<file path="src/rtl/nwpm_pkg.sv">
// Shared constants, codes and controller/datapath types for the word match search.
package nwpm_pkg;

	localparam int MAX_PASS_LEN = 11;
	localparam int BEST_DEPTH   = 16;
	localparam int PASS_BYTES   = 11;
	localparam int PB_IDX_W     = $clog2(PASS_BYTES);
	localparam int LEN_CAP_INT  = (MAX_PASS_LEN < PASS_BYTES) ? MAX_PASS_LEN : PASS_BYTES;
	localparam logic [3:0] LEN_CAP = 4'(LEN_CAP_INT);
	localparam int ADDR_W       = (BEST_DEPTH > 1) ? $clog2(BEST_DEPTH) : 1;
	localparam int KEPT_W       = $clog2(BEST_DEPTH + 1);
	localparam int OUT_KEPT_W   = 5;
	localparam logic [7:0] NEWLINE_BYTE = 8'd10;
	localparam int CFG_DATA_W   = 64;

	typedef enum logic [1:0] {
		REG_PASS_LO  = 2'd0,
		REG_PASS_HI  = 2'd1,
		REG_PASS_LEN = 2'd2
	} reg_index_t;

	typedef enum logic {
		KIND_BYTE  = 1'b0,
		KIND_FLUSH = 1'b1
	} in_kind_t;

	typedef enum logic [1:0] {
		RK_VERDICT = 2'd0,
		RK_ENTRY   = 2'd1,
		RK_SUMMARY = 2'd2
	} result_kind_t;

	typedef enum logic [1:0] {
		VERD_WORSE    = 2'd0,
		VERD_TIE      = 2'd1,
		VERD_NEW_BEST = 2'd2,
		VERD_EXACT    = 2'd3
	} verdict_t;

	typedef enum logic [1:0] {
		ST_IDLE,
		ST_FL_WAIT,
		ST_FL_EMIT,
		ST_FL_SUM
	} state_t;

	typedef struct packed {
		logic take_byte;
		logic flush_start;
		logic emit_entry;
		logic emit_summary;
	} cmd_t;

	typedef struct packed {
		logic out_free;
		logic list_empty;
		logic idx_last;
	} sts_t;

endpackage

</file>
<file path="src/rtl/nwpm_if.sv">
// Input and result channel interfaces (valid/ready with payload).
interface nwpm_in_if;
	logic       valid;
	logic       ready;
	logic       kind;
	logic [7:0] list_byte;

	modport source(output valid, kind, list_byte, input ready);
	modport sink(input valid, kind, list_byte, output ready);
endinterface

interface nwpm_out_if;
	logic        valid;
	logic        ready;
	logic [1:0]  result_kind;
	logic [15:0] word_number;
	logic [7:0]  distance;
	logic [1:0]  verdict;
	logic [4:0]  kept_total;
	logic        list_overflowed;
	logic        last_result;

	modport source(output valid, result_kind, word_number, distance, verdict, kept_total,
		list_overflowed, last_result, input ready);
	modport sink(input valid, result_kind, word_number, distance, verdict, kept_total,
		list_overflowed, last_result, output ready);
endinterface

</file>
<file path="src/rtl/nwpm_ram.sv">
// Generic single-write, single-read RAM with registered read data.
module nwpm_ram #(
	parameter int WIDTH  = 16,
	parameter int DEPTH  = 16,
	parameter int ADDR_W = (DEPTH > 1) ? $clog2(DEPTH) : 1
) (
	input  logic              clk,
	input  logic              we,
	input  logic [ADDR_W-1:0] waddr,
	input  logic [WIDTH-1:0]  wdata,
	input  logic [ADDR_W-1:0] raddr,
	output logic [WIDTH-1:0]  rdata
);

	logic [WIDTH-1:0] mem_q [DEPTH];

	always_ff @(posedge clk) begin
		if (we) begin
			mem_q[waddr] <= wdata;
		end
		rdata <= mem_q[raddr];
	end

endmodule

</file>
<file path="src/rtl/nwpm_ctrl.sv">
// Controller: input acceptance and the flush walk over the kept list.
module nwpm_ctrl import nwpm_pkg::*; (
	input  logic clk,
	input  logic arst_n,
	input  logic in_valid,
	input  logic in_kind,
	input  sts_t sts,
	output logic in_ready,
	output cmd_t cmd
);

	state_t state_q, state_d;

	always_ff @(posedge clk or negedge arst_n) begin
		if (!arst_n) begin
			state_q <= ST_IDLE;
		end else begin
			state_q <= state_d;
		end
	end

	always_comb begin
		state_d  = state_q;
		in_ready = 1'b0;
		cmd      = '0;
		unique case (state_q)
			ST_IDLE: begin
				in_ready = sts.out_free;
				if (in_valid && sts.out_free) begin
					if (in_kind == KIND_FLUSH) begin
						cmd.flush_start = 1'b1;
						state_d = sts.list_empty ? ST_FL_SUM : ST_FL_WAIT;
					end else begin
						cmd.take_byte = 1'b1;
					end
				end
			end
			// read data for the current index lands at the end of this cycle
			ST_FL_WAIT: begin
				state_d = ST_FL_EMIT;
			end
			ST_FL_EMIT: begin
				if (sts.out_free) begin
					cmd.emit_entry = 1'b1;
					state_d = sts.idx_last ? ST_FL_SUM : ST_FL_WAIT;
				end
			end
			ST_FL_SUM: begin
				if (sts.out_free) begin
					cmd.emit_summary = 1'b1;
					state_d = ST_IDLE;
				end
			end
			default: begin
				state_d = ST_IDLE;
			end
		endcase
	end

endmodule

</file>
<file path="src/rtl/nwpm_dp.sv">
// Datapath: password registers, word counters, grading, kept list and result register.
module nwpm_dp import nwpm_pkg::*; (
	input  logic                  clk,
	input  logic                  arst_n,
	input  logic                  cfg_we,
	input  logic [1:0]            cfg_index,
	input  logic [CFG_DATA_W-1:0] cfg_wdata,
	input  logic [7:0]            in_byte,
	input  cmd_t                  cmd,
	output sts_t                  sts,
	nwpm_out_if.source            out_ch
);

	// configuration
	logic [63:0] pass_lo_q;
	logic [23:0] pass_hi_q;
	logic [3:0]  len_q;

	// search state
	logic [7:0]        pos_q;
	logic [3:0]        match_q;
	logic [15:0]       wnum_q;
	logic [7:0]        best_q;
	logic [KEPT_W-1:0] kept_q;
	logic              ovf_q;
	logic              done_q;
	logic [KEPT_W-1:0] idx_q;

	// result register
	logic        ov_q;
	logic [1:0]  okind_q;
	logic [15:0] own_q;
	logic [7:0]  odist_q;
	logic [1:0]  overd_q;
	logic [4:0]  okept_q;
	logic        oovf_q;
	logic        olast_q;

	logic [PASS_BYTES-1:0][7:0] pass_bytes;
	logic [3:0]        eff_len, new_len, search_len;
	logic [7:0]        eff_len8, longer, word_dist;
	logic              byte_hit, ch, nl, keep, better, room, restart;
	logic [KEPT_W-1:0] kept_base, kept_nl;
	logic              ovf_nl;
	logic [1:0]        verd;
	logic [KEPT_W:0]   idx_inc;
	logic [15:0]       rd_data;

	assign pass_bytes = {pass_hi_q, pass_lo_q};
	assign eff_len    = (len_q > LEN_CAP) ? LEN_CAP : len_q;
	assign eff_len8   = {4'd0, eff_len};

	assign restart    = (cfg_we && cfg_index == REG_PASS_LEN) || cmd.emit_summary;
	assign new_len    = (cfg_we && cfg_index == REG_PASS_LEN) ? cfg_wdata[3:0] : len_q;
	assign search_len = (new_len > LEN_CAP) ? LEN_CAP : new_len;

	assign ch = cmd.take_byte && !done_q && in_byte != NEWLINE_BYTE;
	assign nl = cmd.take_byte && !done_q && in_byte == NEWLINE_BYTE;

	assign byte_hit = (pos_q < eff_len8) && (pass_bytes[pos_q[PB_IDX_W-1:0]] == in_byte);

	// distance = max(length, password length) - matches
	assign longer    = (pos_q > eff_len8) ? pos_q : eff_len8;
	assign word_dist = (longer >= {4'd0, match_q}) ? longer - {4'd0, match_q} : 8'd0;
	assign keep      = word_dist <= best_q;
	assign better    = word_dist < best_q;

	assign kept_base = better ? '0 : kept_q;
	assign room      = kept_base < KEPT_W'(BEST_DEPTH);
	assign kept_nl   = (keep && room) ? kept_base + 1'b1 : kept_q;
	assign ovf_nl    = keep ? (!better && (ovf_q || !room)) : ovf_q;

	always_comb begin
		if (!keep) begin
			verd = VERD_WORSE;
		end else if (word_dist == 8'd0) begin
			verd = VERD_EXACT;
		end else if (better) begin
			verd = VERD_NEW_BEST;
		end else begin
			verd = VERD_TIE;
		end
	end

	nwpm_ram #(
		.WIDTH (16),
		.DEPTH (BEST_DEPTH)
	) u_list (
		.clk   (clk),
		.we    (nl && keep && room),
		.waddr (kept_base[ADDR_W-1:0]),
		.wdata (wnum_q),
		.raddr (idx_q[ADDR_W-1:0]),
		.rdata (rd_data)
	);

	assign idx_inc = {1'b0, idx_q} + 1'b1;

	assign sts.out_free   = !ov_q || out_ch.ready;
	assign sts.list_empty = kept_q == '0;
	assign sts.idx_last   = idx_inc >= {1'b0, kept_q};

	always_ff @(posedge clk or negedge arst_n) begin
		if (!arst_n) begin
			pass_lo_q <= '0;
			pass_hi_q <= '0;
			len_q     <= '0;
		end else if (cfg_we) begin
			case (cfg_index)
				REG_PASS_LO:  pass_lo_q <= cfg_wdata;
				REG_PASS_HI:  pass_hi_q <= cfg_wdata[23:0];
				REG_PASS_LEN: len_q     <= cfg_wdata[3:0];
				default: ;
			endcase
		end
	end

	always_ff @(posedge clk or negedge arst_n) begin
		if (!arst_n) begin
			pos_q   <= '0;
			match_q <= '0;
			wnum_q  <= '0;
			best_q  <= '0;
			kept_q  <= '0;
			ovf_q   <= 1'b0;
			done_q  <= 1'b0;
			idx_q   <= '0;
		end else begin
			if (restart) begin
				pos_q   <= '0;
				match_q <= '0;
				wnum_q  <= '0;
				best_q  <= {4'd0, search_len};
				kept_q  <= '0;
				ovf_q   <= 1'b0;
				done_q  <= 1'b0;
			end else if (ch) begin
				if (byte_hit) begin
					match_q <= match_q + 1'b1;
				end
				if (pos_q != 8'hFF) begin
					pos_q <= pos_q + 1'b1;
				end
			end else if (nl) begin
				pos_q   <= '0;
				match_q <= '0;
				wnum_q  <= wnum_q + 1'b1;
				kept_q  <= kept_nl;
				ovf_q   <= ovf_nl;
				if (better) begin
					best_q <= word_dist;
				end
				if (keep && word_dist == 8'd0) begin
					done_q <= 1'b1;
				end
			end
			if (cmd.flush_start) begin
				idx_q <= '0;
			end else if (cmd.emit_entry) begin
				idx_q <= idx_q + 1'b1;
			end
		end
	end

	always_ff @(posedge clk or negedge arst_n) begin
		if (!arst_n) begin
			ov_q <= 1'b0;
		end else if (nl || cmd.emit_entry || cmd.emit_summary) begin
			ov_q <= 1'b1;
		end else if (out_ch.ready) begin
			ov_q <= 1'b0;
		end
	end

	always_ff @(posedge clk) begin
		if (nl) begin
			okind_q <= RK_VERDICT;
			own_q   <= wnum_q;
			odist_q <= word_dist;
			overd_q <= verd;
			okept_q <= OUT_KEPT_W'(kept_nl);
			oovf_q  <= ovf_nl;
			olast_q <= 1'b1;
		end else if (cmd.emit_entry) begin
			okind_q <= RK_ENTRY;
			own_q   <= rd_data;
			odist_q <= best_q;
			overd_q <= VERD_WORSE;
			okept_q <= OUT_KEPT_W'(kept_q);
			oovf_q  <= ovf_q;
			olast_q <= 1'b0;
		end else if (cmd.emit_summary) begin
			okind_q <= RK_SUMMARY;
			own_q   <= wnum_q;
			odist_q <= best_q;
			overd_q <= done_q ? VERD_EXACT : VERD_WORSE;
			okept_q <= OUT_KEPT_W'(kept_q);
			oovf_q  <= ovf_q;
			olast_q <= 1'b1;
		end
	end

	assign out_ch.valid           = ov_q;
	assign out_ch.result_kind     = okind_q;
	assign out_ch.word_number     = own_q;
	assign out_ch.distance        = odist_q;
	assign out_ch.verdict         = overd_q;
	assign out_ch.kept_total      = okept_q;
	assign out_ch.list_overflowed = oovf_q;
	assign out_ch.last_result     = olast_q;

endmodule

</file>
<file path="src/rtl/nearest_word_positional_match_top.sv">
// Top level of the nearest word positional match search.
//
// in_ch carries the word list one byte per item (kind 0), or a flush (kind 1).
// Byte 10 ends a word; its verdict item appears on out_ch the cycle after the
// newline is taken. Other bytes give no result and are taken one per cycle while
// no flush runs and the output register is free. Words are graded against the
// password set through cfg_we/cfg_index/cfg_wdata: index 0 password bytes 0..7,
// 1 bytes 8..10, 2 length (a length write restarts the search). Up to BEST_DEPTH
// best word indices are kept in a small RAM. A flush walks that list, a RAM read
// then an entry item per kept word, then a summary item with last_result set;
// then a new search starts, and the flush occupies the block until then. After
// an exact match, bytes are taken and dropped until the next flush or restart.
// Results sit in a single output register; while it is full and out_ch.ready
// is low, in_ch.ready drops and nothing is lost. Reset (arst_n low) clears
// the password, the counters and the output valid; the kept list RAM is not
// cleared, only entries written in the current search are ever read.
module nearest_word_positional_match_top import nwpm_pkg::*; (
	input  logic                  clk,
	input  logic                  arst_n,
	nwpm_in_if.sink               in_ch,
	nwpm_out_if.source            out_ch,
	input  logic                  cfg_we,
	input  logic [1:0]            cfg_index,
	input  logic [CFG_DATA_W-1:0] cfg_wdata
);

	cmd_t cmd;
	sts_t sts;

	// sequencing: byte intake and the flush walk
	nwpm_ctrl u_ctrl (
		.clk      (clk),
		.arst_n   (arst_n),
		.in_valid (in_ch.valid),
		.in_kind  (in_ch.kind),
		.sts      (sts),
		.in_ready (in_ch.ready),
		.cmd      (cmd)
	);

	// counters, grading, kept list and result register
	nwpm_dp u_dp (
		.clk       (clk),
		.arst_n    (arst_n),
		.cfg_we    (cfg_we),
		.cfg_index (cfg_index),
		.cfg_wdata (cfg_wdata),
		.in_byte   (in_ch.list_byte),
		.cmd       (cmd),
		.sts       (sts),
		.out_ch    (out_ch)
	);

endmodule

</file>
<file path="src/flat_wrapper.sv">
// flat-port wrapper written by rule: the top's interface ports become plain ports
module nearest_word_positional_match_top_flat import nwpm_pkg::*;
  (clk, arst_n, cfg_we, cfg_index, cfg_wdata, in_ch_valid, in_ch_kind, in_ch_list_byte, in_ch_ready, out_ch_valid, out_ch_result_kind, out_ch_word_number, out_ch_distance, out_ch_verdict, out_ch_kept_total, out_ch_list_overflowed, out_ch_last_result, out_ch_ready);
  nwpm_in_if in_ch_i ();
  nwpm_out_if out_ch_i ();
  input  logic clk;
  input  logic arst_n;
  input  logic cfg_we;
  input  logic [1:0] cfg_index;
  input  logic [CFG_DATA_W-1:0] cfg_wdata;
  input wire logic [$bits(in_ch_i.valid)-1:0] in_ch_valid;
  input wire logic [$bits(in_ch_i.kind)-1:0] in_ch_kind;
  input wire logic [$bits(in_ch_i.list_byte)-1:0] in_ch_list_byte;
  output wire logic [$bits(in_ch_i.ready)-1:0] in_ch_ready;
  output wire logic [$bits(out_ch_i.valid)-1:0] out_ch_valid;
  output wire logic [$bits(out_ch_i.result_kind)-1:0] out_ch_result_kind;
  output wire logic [$bits(out_ch_i.word_number)-1:0] out_ch_word_number;
  output wire logic [$bits(out_ch_i.distance)-1:0] out_ch_distance;
  output wire logic [$bits(out_ch_i.verdict)-1:0] out_ch_verdict;
  output wire logic [$bits(out_ch_i.kept_total)-1:0] out_ch_kept_total;
  output wire logic [$bits(out_ch_i.list_overflowed)-1:0] out_ch_list_overflowed;
  output wire logic [$bits(out_ch_i.last_result)-1:0] out_ch_last_result;
  input wire logic [$bits(out_ch_i.ready)-1:0] out_ch_ready;
  assign in_ch_i.valid = in_ch_valid;
  assign in_ch_i.kind = in_ch_kind;
  assign in_ch_i.list_byte = in_ch_list_byte;
  assign in_ch_ready = in_ch_i.ready;
  assign out_ch_valid = out_ch_i.valid;
  assign out_ch_result_kind = out_ch_i.result_kind;
  assign out_ch_word_number = out_ch_i.word_number;
  assign out_ch_distance = out_ch_i.distance;
  assign out_ch_verdict = out_ch_i.verdict;
  assign out_ch_kept_total = out_ch_i.kept_total;
  assign out_ch_list_overflowed = out_ch_i.list_overflowed;
  assign out_ch_last_result = out_ch_i.last_result;
  assign out_ch_i.ready = out_ch_ready;
  nearest_word_positional_match_top u_core (.clk(clk), .arst_n(arst_n), .in_ch(in_ch_i), .out_ch(out_ch_i), .cfg_we(cfg_we), .cfg_index(cfg_index), .cfg_wdata(cfg_wdata));
endmodule
</file>
<file path="config.mk">
export PLATFORM = sky130hd
export DESIGN_NAME = nearest_word_positional_match_top_flat
export DESIGN_NICKNAME = d
export VERILOG_FILES = /design/src/rtl/nwpm_pkg.sv /design/src/rtl/nwpm_if.sv /design/src/rtl/nwpm_ram.sv /design/src/rtl/nwpm_ctrl.sv /design/src/rtl/nwpm_dp.sv /design/src/rtl/nearest_word_positional_match_top.sv /design/src/flat_wrapper.sv
export SDC_FILE = /design/constraint.sdc
export NUM_CORES = 1
export LEC_CHECK = 0
export ABC_AREA = 1
export BUFFER_PORTS_ARGS = -buffer_cell sky130_fd_sc_hd__buf_2
export CORE_MARGIN = 2
export CORE_UTILIZATION = 55
export CTS_CLUSTER_DIAMETER = 60
export DETAILED_ROUTE_END_ITERATION = 16
export PLACE_DENSITY = 0.76
export SYNTH_ARGS = -nofsm -noshare
export SYNTH_HDL_FRONTEND = slang
export SYNTH_SLANG_ARGS = --single-unit
</file>
<file path="constraint.sdc">
create_clock -name clk -period 5.06 [get_ports clk]
set_input_delay 0.506 -clock clk [delete_from_list [all_inputs] [get_ports clk]]
set_output_delay 0.506 -clock clk [all_outputs]
set_load 0.005 [all_outputs]
</file>
; ---- Word level (Yosys, flattened, before mapping)
; Memories as Yosys holds them, arrays and structs flattened. A register that Yosys moved wholly into a read port is not among the register bits.
; Index checks and enable logic that the tools add are counted.
[op_classes]
n_eq_ne = 16
reduce_logical = 42
mux = 79
add_sub_neg = 7
magnitude_cmp = 10
[ops]
columns = op, count
row1 = $mux 8, 14
row2 = $mux 16, 6
row3 = $mux 5, 10
row4 = $bmux 8 s4, 1
row5 = $mux 2, 15
row6 = $mux 4, 7
row7 = $mux 1, 25
row8 = $add 16x1->16 const B, 1
row9 = $reduce_and 2->1, 6
row10 = $reduce_bool 2->1, 6
row11 = $logic_and 1x1->1, 11
row12 = $add 5x1->5 const B, 2
row13 = $add 8x1->8 const B, 1
row14 = $eq 8x4->1 const B, 1
row15 = $eq 8x8->1, 1
row16 = $ge 8x4->1, 1
row17 = $gt 4x4->1 const B, 2
row18 = $gt 8x4->1, 1
row19 = $le 8x8->1, 1
row20 = $logic_not 8->1, 1
row21 = $lt 8x4->1, 1
row22 = $lt 8x8->1, 1
row23 = $ne 2x2->1 const B, 4
row24 = $ne 8x4->1 const B, 1
row25 = 21 further kinds, 34
[word_totals]
ramBits = 256
input_bits = 80
n_memories = 1
wordCells = 176
reg_bits = 178
[memory_table]
columns = name, depth, word_bits, read_ports, rd_clocked_by_memory_dff, wr, line
row1 = u_core.u_dp.u_list.mem_q, 16, 16, 1, 1, 1, nwpm_ram.sv:15  ; logic [WIDTH-1:0] mem_q [DEPTH];

; ---- Depth between registers and ports, before layout
[logic_depth]
ltp_word = 16
depth_mapped = 32

; ---- Cells and area by module
; From an unflattened synthesis, not the netlist that was laid out.
[hier_totals]
hier_cells = 2220
hier_area_um2 = 20682.3
[modules_own_cells]
columns = mod, area_per_inst_um2, cells_each, seq_area_each_um2, n_inst
row1 = nwpm_ram, 11388.4, 1074, 8007.7, 1
row2 = nwpm_dp, 9146.3, 1121, 4549.4, 1
row3 = nwpm_ctrl, 147.6, 25, 50.0, 1

; ---- Least setup slack after synthesis
; OpenSTA, ideal clock, no wires.
[synth_timing]
kind = flip-flop to flip-flop
startpoint = register u_core.u_dp.pos_q[0]
endpoint = memory u_core.u_dp.u_list.mem_q[0][0], enable pin
setup_ps = 409
arrival_time_ps = 5107
setup_slack_ps = -456
t_required_ps = 4651
n_path_buf = 3
period_less_slack_ps = 5516
path_stages_with_launch = 29
path_cell_list = dfrtp_1 buf_6 inv_2 buf_6 buf_6 ha_1 nor2_1 nor2_1 o211ai_1 o21ai_1 nand2_1 o21ai_0 ha_1 fa_1 nor2_1 o21ai_2 nand4_4 inv_2 a21oi_1 ha_1 nand2_1 nor2_1 a211oi_1 nand2_2 nor2_8 inv_2 o21ai_4 nand3_2 nor3_1
[synth_via]
elab_chain_cells = 10
elab_cells_between_ends = 13
classes_between = add/sub (1) / order compare (5) / mux (5) / reduce/logical (2)
[synth_rtl]
columns = item, line
row1 = from (decl), nwpm_dp.sv:20  ; logic [7:0] pos_q;
row2 = from (signal assigned), nwpm_dp.sv:142  ; pos_q <= pos_q + 1'b1;
row3 = $gt 8x4->1, nwpm_dp.sv:63  ; assign longer = (pos_q > eff_len8) ? pos_q : eff_len8;
row4 = $mux 8 *, nwpm_dp.sv:63
row5 = $sub 8x4->8 / $ge 8x4->1 (equally long branches), nwpm_dp.sv:64  ; assign word_dist = (longer >= {4'd0, match_q}) ? longer - {4'd0, match_q} : 8'd0;
row6 = $mux 8 *, nwpm_dp.sv:64
row7 = $lt 8x8->1, nwpm_dp.sv:66  ; assign better = word_dist < best_q;
row8 = $mux 5, nwpm_dp.sv:68  ; assign kept_base = better ? '0 : kept_q;
row9 = $lt 5x5->1, nwpm_dp.sv:69  ; assign room = kept_base < KEPT_W'(BEST_DEPTH);
row10 = $logic_and 1x1->1, nwpm_dp.sv:90  ; .we (nl && keep && room),
row11 = $mux 1, nwpm_ram.sv:18  ; if (we) begin
row12 = $mux 1 (implied by the code), nwpm_ram.sv:19  ; mem_q[waddr] <= wdata;
row13 = to (decl), nwpm_ram.sv:15
; Mark *: on every way between the ends. The rest lies on a longest branch, timed or not.

; ---- Final worst setup path
[layout_timing]
startpoint = register u_core.u_dp.len_q[3]
endpoint = memory u_core.u_dp.u_list.mem_q[15][3], enable pin
[layout_via]
elab_chain_cells = 12
elab_cells_between_ends = 15
classes_between = add/sub (1) / order compare (6) / mux (6) / reduce/logical (2)
[layout_rtl]
columns = item, line
row1 = from (decl), nwpm_dp.sv:17  ; logic [3:0] len_q;
row2 = from (signal assigned), nwpm_dp.sv:112  ; REG_PASS_LEN: len_q <= cfg_wdata[3:0];
row3 = $gt 4x4->1, nwpm_dp.sv:50  ; assign eff_len = (len_q > LEN_CAP) ? LEN_CAP : len_q;
row4 = $mux 4 *, nwpm_dp.sv:50
row5 = $gt 8x4->1, nwpm_dp.sv:63
row6 = $mux 8 *, nwpm_dp.sv:63
row7 = $sub 8x4->8 / $ge 8x4->1 (equally long branches), nwpm_dp.sv:64
row8 = $mux 8 *, nwpm_dp.sv:64
row9 = $lt 8x8->1, nwpm_dp.sv:66
row10 = $mux 5, nwpm_dp.sv:68
row11 = $lt 5x5->1, nwpm_dp.sv:69
row12 = $logic_and 1x1->1, nwpm_dp.sv:90
row13 = $mux 1, nwpm_ram.sv:18
row14 = $mux 1 (implied by the code), nwpm_ram.sv:19
; Marked as above.

==> flow_summary.toml <==
[routing]
routed_via_density = 5.85
postRouteAntennaNets = 0
wl_per_cell_um = 20.1
drtIter0Drc = 1610
first_pass_iters = 6
totalWireLength_um = 50000
drc = 0
via_count = 14600

[sta]
finClkSkew_ns = 0.0243
worst_hold_slack_ns = 0.0428
slew_viol_final = 0
setup_viol = 8
tightestPinTransition_ns = 1.06
fmax_mhz = 197
final_critical_path_setup_slack_ns = -0.0128
maxSlewHeadroom_pct = 29.3
hold_viol = 0
fin_crit_ns = 5.07
fin_crit_sh_pct = 100

[yosys]
yosysMostFrequentCell = "nand2_1"
ys_warn_count = 0
synthCells = 1859
async_flop_share_pct = 31.8
synth_common_cells = "351 x nand2_1, 288 x edfxtp_1, 209 x o21ai_0"
synth_edf_count = 288
synthDistinctLibCells = 55
syn-cell-area_um2 = 19500
synth_area_leaders = "edfxtp_1 44%, dfrtp_1 18%, nand2_1 6.7%"
seq_area_frac_synth_pct = 64.6
synth_area_per_cell_um2 = 10.5
yosysTopAreaCell = "edfxtp_1"
synth_flop_cell = "edfxtp_1"
synth_nets = 1965
synth_top_area_share_pct = 44.3
synth-seq-cells = 450

[finish]
nets = 2099
layout-drive-gt1-share_pct = 17.6
final_core_utilization_pct = 64.0
design_area_um2 = 22600
fin_cells = 2491
antennaDiodeCount = 0
n_fill_cell = 2659
area_growth_pct = 15.8

[place]
dpl.cell_count = 2390
dp_slack_ns = -0.123
dpl-instance-area_um2 = 20800
port-buffer-count = 116
hpwlAfterDp_um = 32200
gp_congestion = 0.940

[setup_path]
max_stage_delay_ns = 0.44
critPathKind = "reg -> reg"
worst_setup_path_end_kind = "flop"
arrival_ns = 5.34
cp_slowest_cell = "dfrtp_1"
critPathLaunchType = "flop"
crit_path_frequent_cell = "nor2_1"
rr_worst_depth = 30
worstPathRequired_ns = 5.33
crit_fanout = 8

[power]
p_per_area_nw_per_um2 = 492
p_leak_nw = 9.39
power_frac_seq_pct = 41.6
p_int_mw = 7.24
combPwrFrac_pct = 29.0
p_sw_share_pct = 34.9
clkPwrFrac_pct = 29.4
p_switching_mw = 3.88
peakVddDrop_uv = 298

[floorplanning]
fp.dieH_um = 192
start_util_pct = 55.3
row_count = 69
ios = 117
dieArea_um2 = 37000
core_area_um2 = 35300
die_w_um = 192

[flow_run]
maxCapViolCount = 0

[global_route]
antenna_found_initial = 0
grt_pass1_wl_um = 77600
grt_util_met3_pct = 3.56
grtUsageMet2_pct = 44.3
grt_max_degree = 109
grt-ovfl-total = 0
top_usage_layer = "met2"
grt_pass1_vias = 14300
globalRouteMet1Util_pct = 37.5
grt_util_all_layers_pct = 27.3

[outcome]
violations = "setup timing"
outcome = "complete, but fails checks"

[clocking]
cts_tree = "built"
cts_inserted_buffers = 46
postCtsHoldBufs = 0
clock-root-buffer = "clkbuf_16"
clk_latency_ns = 0.56
cts_sinks = 450
clockBufferDepth = 3
clk_pin_slew_ns = 0.06
htreeDepth = 2

[worst_hold_path]
hp-class = "in -> async"
cell usage in the layout, fill, tap and decap left out, drive strengths merged, types with 2 or more instances in the layout:
master    synthesis  layout
a221oi           21      21
o211ai            4       4
nand4            24      24
nand2           359     359
nor4              5       5
clkinvlp          0       3
clkinv            2      26
edfxtp          288     288
clkbuf           62      56
nor3             25      25
ha               25      25
bufinv            0       3
dfrtp           143     143
dfxtp            19      19
buf              26     172
or2               5       5
a211oi            2       2
nor2            198     198
a21oi            95      95
o32ai             2       2
o221ai           15      15
o22ai            25      25
nand3           105     105
xor2              6       6
mux2             20      20
a31oi             3       3
inv             156     156
o21ai           217     218
metrics by stage:
step / power (mW) / setup TNS (ns)
CTS: 11.0 / 0
finish: 11.1 / -0.0879
global route: 11.7 / -21.16
global placement: 7.64 / 0
detailed placement: 7.72 / -12.33
floorplan: 6.65 / -22.23
power by group through the flow:
stage | logic (mW) | clock network [mW] | registers (mW)
after floorplan | 2.12 | 0 | 4.53
after global placement | 2.96 | 0 | 4.67
after detailed placement | 3.04 | 0 | 4.68
after CTS | 3.07 | 3.31 | 4.61
after global routing | 3.58 | 3.45 | 4.66
final | 3.22 | 3.27 | 4.62
layer usage:
layer  wire, um  share of wire [%]
met5          0                  0
met1      20100                 40
met2      23800                 48
met3       4110                8.2
met4       2000                4.0
worst max-delay path, delay by kind of cell (launching register included):
kind	cells	cell delay (ns)
compound gates	8	1.37
flops	1	0.44
fa+ha+maj	3	0.73
simple gates	12	1.48
buf+inv	7	0.73
cell families (layout without fill, tap and decap cells):
| logic type | after synthesis | count (layout) | synth area share [%] |
|---|---|---|---|
| buffers and inverters | 246 | 416 | 5.05 |
| flip-flops | 450 | 450 | 64.6 |
| XOR/XNOR | 7 | 7 | 0.314 |
| multiplexers | 20 | 20 | 1.15 |
| adder cells (fa/ha/maj) | 26 | 26 | 1.70 |
| AND/OR/NAND/NOR | 723 | 723 | 16.2 |
| AO/OA/AOI/OAI | 387 | 388 | 11.1 |
cell type report:
type                            count  area, um^2  share of cell area (%)
Sequential cell                   450       12600                    55.8
Multi-Input combinational cell   1164        6160                    27.3
Clock buffer                       55        1220                    5.38
Timing Repair Buffer              173        1190                    5.26
Inverter                          158         609                    2.69
Tap cell                          461         577                    2.55
Clock inverter                     30         244                    1.08
path summary, 6_finish.rpt:
kind | slack (ns) | startpoint | endpoint
max | -0.01 | u_core.u_dp.len_q[3] | u_core.u_dp.u_list.mem_q[15][3]
min | 0.04 | arst_n | u_core.u_dp.match_q[0]
max reg2reg | -0.01 | u_core.u_dp.len_q[3] | u_core.u_dp.u_list.mem_q[15][3]
min reg2reg | 0.47 | u_core.u_dp.out_ch.last_result | u_core.u_dp.out_ch.last_result
max in group asynchronous | 3.85 | arst_n | u_core.u_dp.pass_hi_q[18]
min in group clk | 0.18 | cfg_wdata[26] | u_core.u_dp.pass_lo_q[26]
registers in the layout, summed over array words and instances, names as in the netlist, 2 cells and up:
register                        count
u_core.u_ctrl.state_q               2
u_core.u_dp.best_q                  8
u_core.u_dp.idx_q                   5
u_core.u_dp.kept_q                  5
u_core.u_dp.len_q                   4
u_core.u_dp.match_q                 4
u_core.u_dp.out_ch.distance         8
u_core.u_dp.out_ch.kept_total       5
u_core.u_dp.out_ch.result_kind      2
u_core.u_dp.out_ch.verdict          2
u_core.u_dp.out_ch.word_number     16
u_core.u_dp.pass_hi_q              24
u_core.u_dp.pass_lo_q              64
u_core.u_dp.pos_q                   8
u_core.u_dp.u_list.mem_q          256
u_core.u_dp.u_list.rdata           16
u_core.u_dp.wnum_q                 16
what timing repair did:
action | 4_1_cts | 5_1_grt
pin swaps | 0 | 17
setup buffers | 0 | 14
gates resized for setup | 5 | 43
cloned | 0 | 2
endpoints found under the setup margin | 153 | 262
(Power assumes the default switching activity.)
